## src/rtl/binary_to_decimal_ascii_macros.svh

```systemverilog
// Assertion macros shared by the binary to decimal ASCII converter modules.
`ifndef BINARY_TO_DECIMAL_ASCII_MACROS_SVH
`define BINARY_TO_DECIMAL_ASCII_MACROS_SVH

`ifndef ASSERT_OFF

// Check a condition at every clock edge outside reset.
`define B2DA_ASSERT_ALWAYS(lbl, cond, msg) \
    lbl: assert property (@(posedge clk) disable iff (!rst_n) (cond)) else $error(msg);

// Check that a trigger is followed by a condition in the next clock cycle.
`define B2DA_ASSERT_NEXT(lbl, trig, cond, msg) \
    lbl: assert property (@(posedge clk) disable iff (!rst_n) (trig) |=> (cond)) \
        else $error(msg);

`else

`define B2DA_ASSERT_ALWAYS(lbl, cond, msg)
`define B2DA_ASSERT_NEXT(lbl, trig, cond, msg)

`endif

`endif

```

## src/rtl/b2da_pkg.sv

```systemverilog
// Shared types and constants for the binary to decimal ASCII converter.
`timescale 1ns / 1ps

package b2da_pkg;

    localparam int VALUE_W    = 64;
    localparam int BCD_DIGITS = 20;
    localparam int BCD_W      = 4 * BCD_DIGITS;
    localparam int BIT_CNT_W  = $clog2(VALUE_W);
    localparam int REMAIN_W   = $clog2(BCD_DIGITS + 1);
    localparam int CHAR_W     = 6;
    localparam int TDATA_W    = 8;

    localparam logic [CHAR_W-1:0] ASCII_ZERO = 6'd48;

    typedef enum logic [1:0] {
        CONV_IDLE,
        CONV_SHIFT,
        CONV_DONE
    } conv_state_t;

    typedef enum logic [1:0] {
        EMIT_IDLE,
        EMIT_SKIP,
        EMIT_SEND
    } emit_state_t;

    // Finished BCD word offered by the converter to the emitter.
    typedef struct packed {
        logic             valid;
        logic [BCD_W-1:0] bcd;
    } bcd_xfer_t;

    // Add 3 to every BCD digit that is 5 or more, ahead of the next shift.
    function automatic logic [BCD_W-1:0] bcd_adjust(input logic [BCD_W-1:0] bcd);
        logic [BCD_W-1:0] res;
        logic [3:0]       dig;
        res = bcd;
        for (int i = 0; i < BCD_DIGITS; i++)
        begin
            dig = bcd[4*i +: 4];
            if (dig >= 4'd5)
            begin
                res[4*i +: 4] = dig + 4'd3;
            end
        end
        return res;
    endfunction

endpackage

```

## src/rtl/binary_to_decimal_ascii.sv

```systemverilog
// Top level of the binary to decimal ASCII converter.
`timescale 1ns / 1ps

// Converts an unsigned 64-bit number into its decimal digits as ASCII characters,
// most significant first, without leading zeros; zero gives the single character
// '0', and tlast marks the final digit. A request is taken only while the
// shift-and-add-3 converter is free; it loads the value when taken and then shifts
// in one input bit per cycle. The finished BCD word moves to the emitter, which
// drops up to 19 leading zeros, one per cycle, then settles on the first digit
// and sends one digit per cycle while m_tready is high; without stalls its time
// per number does not depend on the digit count. The next request converts while
// the previous number's digits are still going out, so a steady stream of numbers
// is paced by the conversion, slower only when output stalls keep the emitter
// busy past it.
module binary_to_decimal_ascii (
    input  logic                              clk,
    input  logic                              rst_n,
    input  logic                              s_tvalid,
    output logic                              s_tready,
    input  logic [b2da_pkg::VALUE_W-1:0]      s_tdata,   // [63:0] value
    output logic                              m_tvalid,
    input  logic                              m_tready,
    output logic [b2da_pkg::TDATA_W-1:0]      m_tdata,   // [5:0] digit_char, [7:6] zero
    output logic                              m_tlast    // last_digit
);

    b2da_pkg::bcd_xfer_t                 xfer;
    logic                                xfer_ready;
    logic [b2da_pkg::CHAR_W-1:0]         digit_char;

    b2da_dabble u_dabble (
        .clk        (clk),
        .rst_n      (rst_n),
        .in_valid   (s_tvalid),
        .in_ready   (s_tready),
        .in_value   (s_tdata),
        .xfer       (xfer),
        .xfer_ready (xfer_ready)
    );

    b2da_emit u_emit (
        .clk        (clk),
        .rst_n      (rst_n),
        .xfer       (xfer),
        .xfer_ready (xfer_ready),
        .out_valid  (m_tvalid),
        .out_ready  (m_tready),
        .out_char   (digit_char),
        .out_last   (m_tlast)
    );

    assign m_tdata = {{(b2da_pkg::TDATA_W - b2da_pkg::CHAR_W){1'b0}}, digit_char};

endmodule

```

## src/rtl/b2da_dabble.sv

```systemverilog
// Shift-and-add-3 converter: one input bit per cycle into a packed BCD word.
`timescale 1ns / 1ps
`include "binary_to_decimal_ascii_macros.svh"

module b2da_dabble (
    input  logic                          clk,
    input  logic                          rst_n,
    input  logic                          in_valid,
    output logic                          in_ready,
    input  logic [b2da_pkg::VALUE_W-1:0]  in_value,
    output b2da_pkg::bcd_xfer_t           xfer,
    input  logic                          xfer_ready
);

    b2da_pkg::conv_state_t               state_reg, state_next;
    logic [b2da_pkg::VALUE_W-1:0]        bin_reg, bin_next;
    logic [b2da_pkg::BCD_W-1:0]          bcd_reg, bcd_next;
    logic [b2da_pkg::BIT_CNT_W-1:0]      bit_cnt_reg, bit_cnt_next;
    logic [b2da_pkg::BCD_W-1:0]          bcd_adj;
    logic                                last_bit;

    assign bcd_adj  = b2da_pkg::bcd_adjust(bcd_reg);
    assign last_bit = (bit_cnt_reg == b2da_pkg::BIT_CNT_W'(b2da_pkg::VALUE_W - 1));

    always_comb
    begin
        state_next = state_reg;
        case (state_reg)
            b2da_pkg::CONV_IDLE:
            begin
                if (in_valid)
                begin
                    state_next = b2da_pkg::CONV_SHIFT;
                end
            end
            b2da_pkg::CONV_SHIFT:
            begin
                if (last_bit)
                begin
                    state_next = b2da_pkg::CONV_DONE;
                end
            end
            b2da_pkg::CONV_DONE:
            begin
                if (xfer_ready)
                begin
                    state_next = b2da_pkg::CONV_IDLE;
                end
            end
            default:
            begin
                state_next = b2da_pkg::CONV_IDLE;
            end
        endcase
    end

    always_comb
    begin
        in_ready   = (state_reg == b2da_pkg::CONV_IDLE);
        xfer.valid = (state_reg == b2da_pkg::CONV_DONE);
        xfer.bcd   = bcd_reg;
    end

    always_comb
    begin
        bin_next     = bin_reg;
        bcd_next     = bcd_reg;
        bit_cnt_next = bit_cnt_reg;
        case (state_reg)
            b2da_pkg::CONV_IDLE:
            begin
                bin_next     = in_value;
                bcd_next     = '0;
                bit_cnt_next = '0;
            end
            b2da_pkg::CONV_SHIFT:
            begin
                // Adjust, then shift the next binary bit into the BCD word.
                bcd_next     = {bcd_adj[b2da_pkg::BCD_W-2:0],
                                bin_reg[b2da_pkg::VALUE_W-1]};
                bin_next     = {bin_reg[b2da_pkg::VALUE_W-2:0], 1'b0};
                bit_cnt_next = bit_cnt_reg + b2da_pkg::BIT_CNT_W'(1);
            end
            default:
            begin
                bin_next = bin_reg;
            end
        endcase
    end

    always_ff @(posedge clk or negedge rst_n)
    begin
        if (!rst_n)
        begin
            state_reg   <= b2da_pkg::CONV_IDLE;
            bit_cnt_reg <= '0;
        end
        else
        begin
            state_reg   <= state_next;
            bit_cnt_reg <= bit_cnt_next;
        end
    end

    always_ff @(posedge clk)
    begin
        bin_reg <= bin_next;
        bcd_reg <= bcd_next;
    end

    `B2DA_ASSERT_NEXT(a_conv_done,
        (state_reg == b2da_pkg::CONV_SHIFT) && last_bit,
        xfer.valid,
        "conversion did not finish after the last bit")
    `B2DA_ASSERT_NEXT(a_conv_start,
        in_valid && in_ready,
        (state_reg == b2da_pkg::CONV_SHIFT) && (bit_cnt_reg == '0),
        "accepted request did not start a conversion")

endmodule

```

## src/rtl/b2da_emit.sv

```systemverilog
// Digit emitter: drops leading zeros and sends the remaining digits as ASCII characters.
`timescale 1ns / 1ps
`include "binary_to_decimal_ascii_macros.svh"

module b2da_emit (
    input  logic                          clk,
    input  logic                          rst_n,
    input  b2da_pkg::bcd_xfer_t           xfer,
    output logic                          xfer_ready,
    output logic                          out_valid,
    input  logic                          out_ready,
    output logic [b2da_pkg::CHAR_W-1:0]   out_char,
    output logic                          out_last
);

    b2da_pkg::emit_state_t               state_reg, state_next;
    logic [b2da_pkg::BCD_W-1:0]          dig_reg, dig_next;
    logic [b2da_pkg::REMAIN_W-1:0]       remain_reg, remain_next;
    logic [3:0]                          top_dig;
    logic                                one_left;
    logic                                skip_zero;

    assign top_dig   = dig_reg[b2da_pkg::BCD_W-1 -: 4];
    assign one_left  = (remain_reg == b2da_pkg::REMAIN_W'(1));
    assign skip_zero = (top_dig == 4'd0) && !one_left;

    always_comb
    begin
        state_next = state_reg;
        case (state_reg)
            b2da_pkg::EMIT_IDLE:
            begin
                if (xfer.valid)
                begin
                    state_next = b2da_pkg::EMIT_SKIP;
                end
            end
            b2da_pkg::EMIT_SKIP:
            begin
                if (!skip_zero)
                begin
                    state_next = b2da_pkg::EMIT_SEND;
                end
            end
            b2da_pkg::EMIT_SEND:
            begin
                if (out_ready && one_left)
                begin
                    state_next = b2da_pkg::EMIT_IDLE;
                end
            end
            default:
            begin
                state_next = b2da_pkg::EMIT_IDLE;
            end
        endcase
    end

    always_comb
    begin
        xfer_ready = (state_reg == b2da_pkg::EMIT_IDLE);
        out_valid  = (state_reg == b2da_pkg::EMIT_SEND);
        out_char   = b2da_pkg::ASCII_ZERO + b2da_pkg::CHAR_W'(top_dig);
        out_last   = one_left;
    end

    always_comb
    begin
        dig_next    = dig_reg;
        remain_next = remain_reg;
        case (state_reg)
            b2da_pkg::EMIT_IDLE:
            begin
                dig_next    = xfer.bcd;
                remain_next = b2da_pkg::REMAIN_W'(b2da_pkg::BCD_DIGITS);
            end
            b2da_pkg::EMIT_SKIP:
            begin
                if (skip_zero)
                begin
                    dig_next    = {dig_reg[b2da_pkg::BCD_W-5:0], 4'd0};
                    remain_next = remain_reg - b2da_pkg::REMAIN_W'(1);
                end
            end
            b2da_pkg::EMIT_SEND:
            begin
                // Advance to the next digit once this one is taken.
                if (out_ready)
                begin
                    dig_next    = {dig_reg[b2da_pkg::BCD_W-5:0], 4'd0};
                    remain_next = remain_reg - b2da_pkg::REMAIN_W'(1);
                end
            end
            default:
            begin
                dig_next = dig_reg;
            end
        endcase
    end

    always_ff @(posedge clk or negedge rst_n)
    begin
        if (!rst_n)
        begin
            state_reg  <= b2da_pkg::EMIT_IDLE;
            remain_reg <= '0;
        end
        else
        begin
            state_reg  <= state_next;
            remain_reg <= remain_next;
        end
    end

    always_ff @(posedge clk)
    begin
        dig_reg <= dig_next;
    end

    `B2DA_ASSERT_ALWAYS(a_digit_range,
        !out_valid || (top_dig <= 4'd9),
        "emitted digit is not decimal")
    `B2DA_ASSERT_ALWAYS(a_remain_nonzero,
        (state_reg == b2da_pkg::EMIT_IDLE) || (remain_reg != '0),
        "digit count ran out while busy")
    `B2DA_ASSERT_ALWAYS(a_no_lead_zero,
        !((state_reg == b2da_pkg::EMIT_SKIP) && (state_next == b2da_pkg::EMIT_SEND))
            || (top_dig != 4'd0) || one_left,
        "leading zero would be emitted")
    `B2DA_ASSERT_NEXT(a_gap_after_last,
        out_valid && out_ready && out_last,
        !out_valid,
        "digit sent after the last one")

endmodule
```

## config.mk

```make
export PLATFORM = sky130hd
export DESIGN_NAME = binary_to_decimal_ascii
export DESIGN_NICKNAME = d
export VERILOG_FILES = /design/src/rtl/b2da_pkg.sv /design/src/rtl/binary_to_decimal_ascii.sv /design/src/rtl/b2da_dabble.sv /design/src/rtl/b2da_emit.sv
export VERILOG_INCLUDE_DIRS = /design/src /design/src/rtl
export SDC_FILE = /design/constraint.sdc
export NUM_CORES = 1
export LEC_CHECK = 0
export BUFFER_PORTS_ARGS = -buffer_cell sky130_fd_sc_hd__buf_2
export CORE_ASPECT_RATIO = 0.5
export CORE_MARGIN = 3
export CORE_UTILIZATION = 50
export CTS_BUF_LIST = sky130_fd_sc_hd__clkbuf_4 sky130_fd_sc_hd__clkbuf_8 sky130_fd_sc_hd__clkbuf_16
export DETAILED_ROUTE_END_ITERATION = 16
export PLACE_DENSITY = 0.73
export SLEW_MARGIN = 0
export SYNTH_ARGS = -nofsm -noshare
export SYNTH_HDL_FRONTEND = slang
export SYNTH_SLANG_ARGS = --single-unit
```

## constraint.sdc

```tcl
create_clock -name clk -period 5.45 [get_ports clk]
set_input_delay 1.09 -clock clk [delete_from_list [all_inputs] [get_ports clk]]
set_output_delay 1.09 -clock clk [all_outputs]
set_load 0.02 [all_outputs]
```

==> run metrics, run 1 <==
status=completed; Crit Path Max Fanout=between 80 and 90; DRC=0; yosys warns=0; fin worst setup slack=roughly 2.5 ns; Initial Utilization=between 50 and 60%; placed cells=around 1,200; clk root buf=clkbuf_16; post-synth top area share=roughly 59%; HPWL Detailed=between 10 and 15 mm; CTS clock-pin slew for the worst setup and hold paths=0.07 ns; final max-slew violation count=0; H-tree levels=1; Tightest Hold Check Type=primary input to asynchronous set/reset pin; postcts setup bufs=0; setup slack at placement=2.32 ns; Clock Path Buffers=3; initial antenna violation count=0; Core Rows=38; fmax=0.338 GHz; fraction of layout cells with a size suffix above 1=between 20% and 30%; first-pass GRT wire length=about 32 mm; leakage power=5.06 nW; CTS tree=done; FF-to-FF End=u_dabble.bcd_reg[20]; Slew HR=between 30 and 40%; vias in the first global route=6,598; Worst Clk Skew=~0.0061 ns; Req. time, crit path=~5.7 ns; Final Setup Violations=0; critical path launch point=u_dabble.state_reg[1]; crit path launch type=flop; global route overflow=0; mapped cell area=about 11,000 um2; nets@finish=1,057; GRT Total Usage=15.5%; most common cell in the synthesized netlist=edfxtp_1; R2R setup slack=2.49 ns; Iter 0 DRT Violations=~430; Worst setup endpoint=u_dabble.bcd_reg[20]; Routed Wire Length=roughly 19 mm; Synth Flop Type=edfxtp_1; clk_lat worst skew=0.49 ns; cell taking the most area after synthesis=edfxtp_1; Critical Path Sink Type=flop; Routed Antenna Nets=0; WS Path Type=flop to flop; worst vdd ir=0.000316 V; Synth-to-Final Area Change=11.5%; DR pass1 iterations=4; post-route cell area=approximately 13,000 um2; worst r2r src=u_dabble.state_reg[1]; vias per inst=between 5 and 6; total number of vias=about 6,600; min Tclk post-route=about 3 ns; asr flop ratio synth=under 10%; Die Ht=113 um; Die X=around 220 um; final hold vios=0; worst slew pin tran=~1.0 ns; Placed Instance Area=12,000 um2; Post-synth top cells=224 x edfxtp_1, 103 x mux2_2, 85 x nand2_1; Seq/Total Area, Yosys=around 62%; Core Region=roughly 22,000 um2; R2R cell count=4; number of synthesized flops with an enable pin=about 220; Final Non-Filler Cells=1,256; largest net degree at the start of global routing=84; GPL Wtd Cong=roughly 0.75; #FFs+latches synth=approximately 240; CTS buffer count=22; Synth cell types=42; Port Buffers=74; Post-CTS Resized=0; DIE AREA=about 25,000 um2; routed len/inst=15.1 um; io pins=between 70 and 80; power per standard cell area=between 600 and 700 nW/um2; RSZ-0062 raised after global routing=false; Synth area leaders=edfxtp_1 59%, mux2_2 10%, ha_1 5.3%; fill cell count=approximately 1,800; Antenna Cells=0; Critical Path AT=3.17 ns; Clock Sinks=around 240; Final period util=a little over half; setup TNS=0 ns; Hold Slack=0.498 ns; Mean Syn Cell Area=approximately 13 um2; hold-fix buffers at CTS=0; Max Cap Violations=0; cell count after synthesis=a little under 900
[how the worst min path moves through the flow]
stage | from | to | cells after the start | slack (ns)
after floorplan | u_dabble.bit_cnt_reg[1] | u_dabble.bit_cnt_reg[1] | 2 | 0.48
after global placement | u_dabble.bit_cnt_reg[1] | u_dabble.bit_cnt_reg[1] | 2 | 0.50
after detailed placement | u_emit.dig_reg[61] | u_emit.dig_reg[65] | 2 | 0.51
after CTS | rst_n | u_dabble.bit_cnt_reg[3] | 1 | 0.49
after global routing | rst_n | u_dabble.bit_cnt_reg[5] | 1 | 0.50
final | rst_n | u_dabble.bit_cnt_reg[5] | 1 | 0.50
[kinds of logic after synthesis]
group	share of synthesized area [%]
other	0.0658
flip-flops	62.2
adder cells (fa/ha/maj)	5.26
buffers and inverters	3.20
XOR/XNOR	3.15
AO/OA/AOI/OAI	6.83
AND/OR/NAND/NOR	8.80
multiplexers	10.4
[metal layers]
metal | up-vias | global-route usage, % | routed length [um]
met1 | 3173 | 20.4 | 8760
met2 | 104 | 26.7 | 9050
met3 | 30 | 3.30 | 748
li1 | 3261 | - | -
met5 | - | 0 | 0
met4 | 0 | 3.30 | 375
[critical path, cell delays in order, from the launching register on]
cell and delay [ns]:
dfrtp_1 0.61, inv_6 0.32, nand2_4 0.81, buf_4 0.67, nor3_1 0.14
[metrics by stage]
stage | utilization, % | total power [mW]
after floorplan | - | 6.28
after global placement | 54.7 | 6.83
after detailed placement | 54.7 | 7.01
after CTS | 57.8 | 8.54
after global routing | 57.8 | 9.11
final | 57.8 | 8.45
[final cells by class]
cell class	instances	area (um2)	share of cell area, %
tap	300	375	2.95
clock inverter	12	80.1	0.629
timing repair buffer	79	408	3.20
inverter	48	185	1.45
clock buffer	27	606	4.76
sequential	239	7100	55.8
multi-input combinational	551	3970	31.2
[layout by cell type (no fill, tap or decap), types with 23 or more instances in the layout]
master	n
edfxtp_1	224
mux2_2	103
nand2_1	84
buf_2	74
o21ai_0	64
nor2_1	50
ha_1	47
inv_1	46
a21oi_1	42
nand2b_1	23
clkbuf_16	23
[power breakdown]
part / total [mW] / internal (mW) / leakage, nW / switching [mW]
clock network: 1.48 / 0.837 / 0.350 / 0.643
logic: 3.08 / 1.39 / 2.13 / 1.69
registers: 3.89 / 3.43 / 2.58 / 0.454
total: 8.45 / 5.66 / 5.06 / 2.79
Power figures use the tool's default switching activity.
==> run 2, diff against run 1 <==
Settings changed: PLACE_DENSITY 0.73 to 0.76.
Clock period 5.45 ns to 2.4 ns, I/O delays scaled along.
==> run metrics, run 2 (synthesis results as in run 1) <==
status=completed; Core Rows=38; Critical Path AT=1.82 ns; Final period util=between 90% and 100%; Die Ht=113 um; CTS clock-pin slew for the worst setup and hold paths=around 0.060 ns; vias in the first global route=around 6,800; vias per inst=between 5 and 6; worst vdd ir=~0.00064 V; clock share of power=18.1%; Crit Path Max Fanout=5; Final Setup Violations=0; CTS buffer count=22; clk_lat worst skew=~0.51 ns; Clock Sinks=approximately 240; fill cell count=1,689; Port Buffers=74; RSZ-0062 raised after global routing=false; Die X=roughly 220 um; largest net degree at the start of global routing=roughly 150; Sw Ratio=around a third; routed len/inst=between 10 and 15 um; initial antenna violation count=0; CTS tree=done; multi-input gate area in the final layout=3970 um2; Critical Path Sink Type=primary output; Internal Power=between 10 and 15 mW; final hold vios=0; Slew HR=between 30% and 40%; worst slew pin tran=roughly 0.9 ns; Initial Utilization=between 50% and 60%; GRT Total Usage=between 10% and 20%; NetSw=between 6 and 7 mW; Final Non-Filler Cells=1,266; power per standard cell area=1520 nW/um2; final max-slew violation count=0; Routed Wire Length=roughly 19 mm; WS Path Type=flop to primary output; total power=approximately 20 mW; Iter 0 DRT Violations=402; fmax=0.434 GHz; first-pass GRT wire length=around 32 mm; most frequent cells in the layout=224 x edfxtp_1, 103 x mux2_2, 84 x nand2_1, 73 x buf_2, 64 x o21ai_0; Req. time, crit path=between 1.5 and 2 ns; Tightest Hold Check Type=primary input to flop; GPL Wtd Cong=between 0.7 and 0.8; Worst Clk Skew=0.0150 ns; Clock Path Buffers=3; fraction of layout cells with a size suffix above 1=about a quarter; combinational share of power=between 30 and 40%; fin worst setup slack=0.0975 ns; global route overflow=0; setup slack at placement=around 0.28 ns; leakage power=~5.2 nW; Routed Antenna Nets=0; Core Region=about 22,000 um2; placed cells=1,225; Synth-to-Final Area Change=13.5%; clk root buf=clkbuf_16; min Tclk post-route=2.30 ns; nets@finish=between 1,000 and 1,500; DR pass1 iterations=5; commonest non-fill, non-tap cell in the layout=edfxtp_1; R2R setup slack=~0.34 ns; sequential cell area=slightly above 7000 um2; total number of vias=6,585; DRC=0; H-tree levels=1; power share of the sequential group=around 45%; crit path launch type=flop; HPWL Detailed=between 10 and 15 mm; Antenna Cells=0; Max Cap Violations=0; io pins=79; DIE AREA=between 20,000 and 25,000 um2
-- run 2: cell count changes in the layout (fill, tap and decap cells not counted), moves of 2 or more --
cell,delta
clkinvlp_4,+2
buf_12,+8
clkbuf_8,+2
clkinv_2,-5
-- run 2: per-layer routing --
| layer | global-route usage [%] | vias up | part of all wire (%) |
|---|---|---|---|
| met1 | 20.5 | 3184 | 45 |
| met3 | 3.41 | 21 | 4.7 |
| li1 | - | 3267 | - |
| met5 | 0 | - | 0 |
| met2 | 27.0 | 113 | 49 |
| met4 | 3.47 | 0 | 1.5 |
-- run 2: power groups by stage --
| stage | sequential, mW | combinational, mW | clock, mW |
|---|---|---|---|
| after floorplan | 8.52 | 5.75 | 0 |
| after global placement | 8.81 | 6.98 | 0 |
| after detailed placement | 8.86 | 7.35 | 0 |
| after CTS | 8.81 | 7.45 | 3.66 |
| after global routing | 9.05 | 8.39 | 3.85 |
| final | 8.80 | 7.34 | 3.56 |
-- run 2: cell type report --
class,count,share of cell area [%]
multi-input combinational,551,30.7
clock inverter,10,0.744
clock buffer,30,4.95
tap,300,2.90
inverter,48,1.44
sequential,239,54.8
timing repair buffer,88,4.48
-- run 2: critical path, stage by stage, from the launching register on --
cell     delay [ns]
dfrtp_1        0.40
inv_2          0.07
ha_1           0.15
or4b_4         0.50
inv_1          0.08
buf_4          0.13
-- run 2: timing repair --
item | 4_1_cts | 5_1_grt
buffers inserted | 0 | 0
resized for setup | 0 | 2
endpoints found under the setup margin | 0 | 1
hold buffers | 1 | 0
hold endpoints to repair | 15 | 0
-- run 2: per-stage QoR --
stage | utilization [%] | hold slack, ns | setup TNS, ns | cell area [um2]
floorplan | - | 0.184 | -258.18 | 11400
global placement | 55.4 | 0.395 | 0 | 12200
detailed placement | 55.4 | 0.405 | 0 | 12200
CTS | 58.8 | 0.212 | 0 | 12900
global route | 58.8 | 0.240 | 0 | 13000
finish | 58.8 | 0.228 | 0 | 13000
-- run 2: final timing paths --
kind	end	cells after the start	startpoint
worst max-delay path	m_tlast	5	u_emit.remain_reg[1]
worst min-delay path	u_dabble.state_reg[0]	3	s_tvalid
max in group asynchronous	u_dabble.bit_cnt_reg[1]	2	rst_n
min in group asynchronous	u_dabble.state_reg[0]	2	rst_n
worst max register to register	u_emit.dig_reg[76]	6	u_emit.dig_reg[77]
worst min register to register	u_emit.dig_reg[69]	2	u_emit.dig_reg[65]
==> run 3, diff against run 2 <==
Settings changed: ABC_AREA set to 1.
==> run metrics, run 3 <==
Clock Sinks=between 200 and 250; setup slack at placement=0.357 ns; fin worst setup slack=approximately 0.3 ns; largest net degree at the start of global routing=95; Hold Path Sink=u_dabble.state_reg[0]; vias per inst=approximately 5.2; min Tclk post-route=2.10 ns; commonest non-fill, non-tap cell in the layout=nand2_1; most common cell in the synthesized netlist=nand2_1; Synth Flop Type=edfxtp_1; Final period util=between 80% and 90%; worst path buffer plus inverter count=4; Worst Clk Skew=around 0.0086 ns; Synth cell types=24; Max Cap Violations=0; most frequent cells in the layout=364 x nand2_1, 224 x edfxtp_1, 148 x o21ai_0, 120 x inv_1, 74 x buf_2; status=completed; Hold Slack=just under 0.2 ns; WS Path Type=flop to flop; Routed Antenna Nets=0; Core Rows=38; total number of vias=about 8,000; GRT Total Usage=around 17%; Slew HR=65.0%; GPL Wtd Cong=a little under 0.8; R2R cell count=8; Mean Syn Cell Area=9.88 um2; R2R setup slack=roughly 0.3 ns; Initial Utilization=a little over half; final max-slew violation count=0; postcts setup bufs=0; Core Region=about 22,000 um2; cell taking the most area after synthesis=edfxtp_1; hold_sp=s_tvalid; DIE AREA=25,000 um2; leakage power=just under 6 nW; Routed Wire Length=~21 mm; most frequent cell on the critical path=nor2_2; worst r2r src=u_emit.state_reg[0]; Critical Path Sink Type=flop; crit path launch type=flop; cell breakdown of the critical path=inv_2 > ha_4 > inv_1 > nor2_2 > nor2_2 > nand2_4 > clkinvlp_4 > buf_12; nets@finish=1,347; post-synth top area share=just under 60%; fmax=between 0.4 and 0.5 GHz; Final Setup Violations=0; Die X=220 um; initial antenna violation count=1; Clock Path Buffers=3; Die Ht=about 110 um; clk root buf=clkbuf_16; CTS tree=done; routed len/inst=between 10 and 15 um; Seq/Total Area, Yosys=around three fifths; DR pass1 iterations=5; Tightest Hold Check Type=primary input to flop; Req. time, crit path=around 2.6 ns; yosys warns=0; worst slew pin tran=0.525 ns; worst vdd ir=just under 0.0007 V; Post-synth top cells=365 x nand2_1, 224 x edfxtp_1, 150 x o21ai_0; hold depth=2; Crit path max-delay family=buffers and inverters; asr flop ratio synth=around 6.3%; HPWL Detailed=roughly 14 mm; Critical Path AT=~2.3 ns; fraction of layout cells with a size suffix above 1=between 10% and 20%; Iter 0 DRT Violations=646; vias in the first global route=7,585; io pins=between 70 and 80; clk_lat worst skew=approximately 0.5 ns; Antenna Cells=0; RSZ-0062 raised after global routing=false; total power=roughly 17 mW; final core utilization=59.2%; cell count after synthesis=roughly 1,200; global route overflow=0; mapped cell area=11,500 um2; Port Buffers=between 70 and 80; H-tree levels=1; setup TNS=0 ns; power per standard cell area=between 1000 and 1500 nW/um2; CTS buffer count=23; CP max stage cell=dfrtp_1; Crit Path Max Fanout=63; final hold vios=0; CTS clock-pin slew for the worst setup and hold paths=about 0.07 ns; Synth area leaders=edfxtp_1 59%, nand2_1 12%, o21ai_0 6.5%; Post-CTS Resized=0; slowest cell delay on critical path=0.46 ns; DRC=0; hold-fix buffers at CTS=1; number of synthesized flops with an enable pin=between 200 and 250; #FFs+latches synth=around 240; first-pass GRT wire length=approximately 36 mm; FF-to-FF End=u_emit.dig_reg[25]; Synth-to-Final Area Change=13.9%
run 3: cell count changes after synthesis, moves of 13 or more:
| cell | before | now |
|---|---|---|
| nand2b_1 | 23 | 0 |
| nor3_1 | 19 | 6 |
| buf_2 | 7 | 21 |
| inv_1 | 47 | 124 |
| mux2_2 | 103 | 0 |
| nor2b_1 | 21 | 0 |
| a211oi_1 | 20 | 0 |
| o21ai_0 | 64 | 150 |
| a21oi_1 | 42 | 58 |
| nand3_1 | 3 | 26 |
| nor2_1 | 50 | 72 |
| xnor2_1 | 21 | 0 |
| nand2_1 | 85 | 365 |
run 3: worst register-to-register path: stages, from the launching register on:
cell        delay [ns]
dfrtp_1           0.46
inv_2             0.10
ha_4              0.17
inv_1             0.06
nor2_2            0.04
nor2_2            0.26
nand2_4           0.14
clkinvlp_4        0.18
buf_12            0.30
run 3: worst max path at each step:
stage,start,end,slack [ns],cells past startpoint
after floorplan,u_dabble.state_reg[1],u_dabble.bit_cnt_reg[4],-0.66,5
after global placement,u_emit.state_reg[0],u_emit.dig_reg[21],0.47,8
after detailed placement,u_emit.state_reg[0],u_emit.dig_reg[17],0.36,8
after CTS,u_emit.state_reg[0],u_emit.dig_reg[31],0.32,8
after global routing,u_emit.state_reg[0],u_emit.dig_reg[47],0.14,8
final,u_emit.state_reg[0],u_emit.dig_reg[25],0.30,8
run 3: stage by stage:
step	cells	cell area [um2]
after global routing	1548	13100
final	1548	13100
after floorplan	1166	11600
after detailed placement	1505	12200
after CTS	1548	13100
after global placement	1505	12200
run 3: kinds of logic (layout without fill, tap and decap cells):
kind of cell / count (synthesis) / in the layout / synth area share (%)
buf+inv: 172 / 254 / 6.40
simple gates: 476 / 476 / 16.1
other cells: 2 / 4 / 0.0653
fa+ha+maj: 48 / 48 / 5.22
compound gates: 212 / 212 / 9.30
flops: 239 / 239 / 61.8
xor+xnor: 15 / 15 / 1.14
run 3: per-layer routing:
metal | vias to the layer above | GRT usage, % | share of wire (%)
met3 | 44 | 2.90 | 4.4
met2 | 185 | 27.9 | 47
li1 | 3995 | - | -
met1 | 3750 | 24.6 | 46
met5 | - | 0 | 0.043
met4 | 2 | 4.33 | 2.3
run 3: where the power goes:
group	switching [mW]	leakage, nW	internal (mW)
combinational	3.38	2.69	1.75
sequential	0.734	2.67	6.95
clock	1.57	0.428	2.54
total	5.68	5.79	11.2
run 3: final cells by class:
cell class | instances | area [um2]
clock buffers | 24 | 583
clock inverters | 18 | 285
fillers | 1769 | 9010
inverters | 125 | 477
multi-input cells | 755 | 3720
flip-flops and latches | 239 | 7100
well taps | 300 | 375
repair buffers | 87 | 558
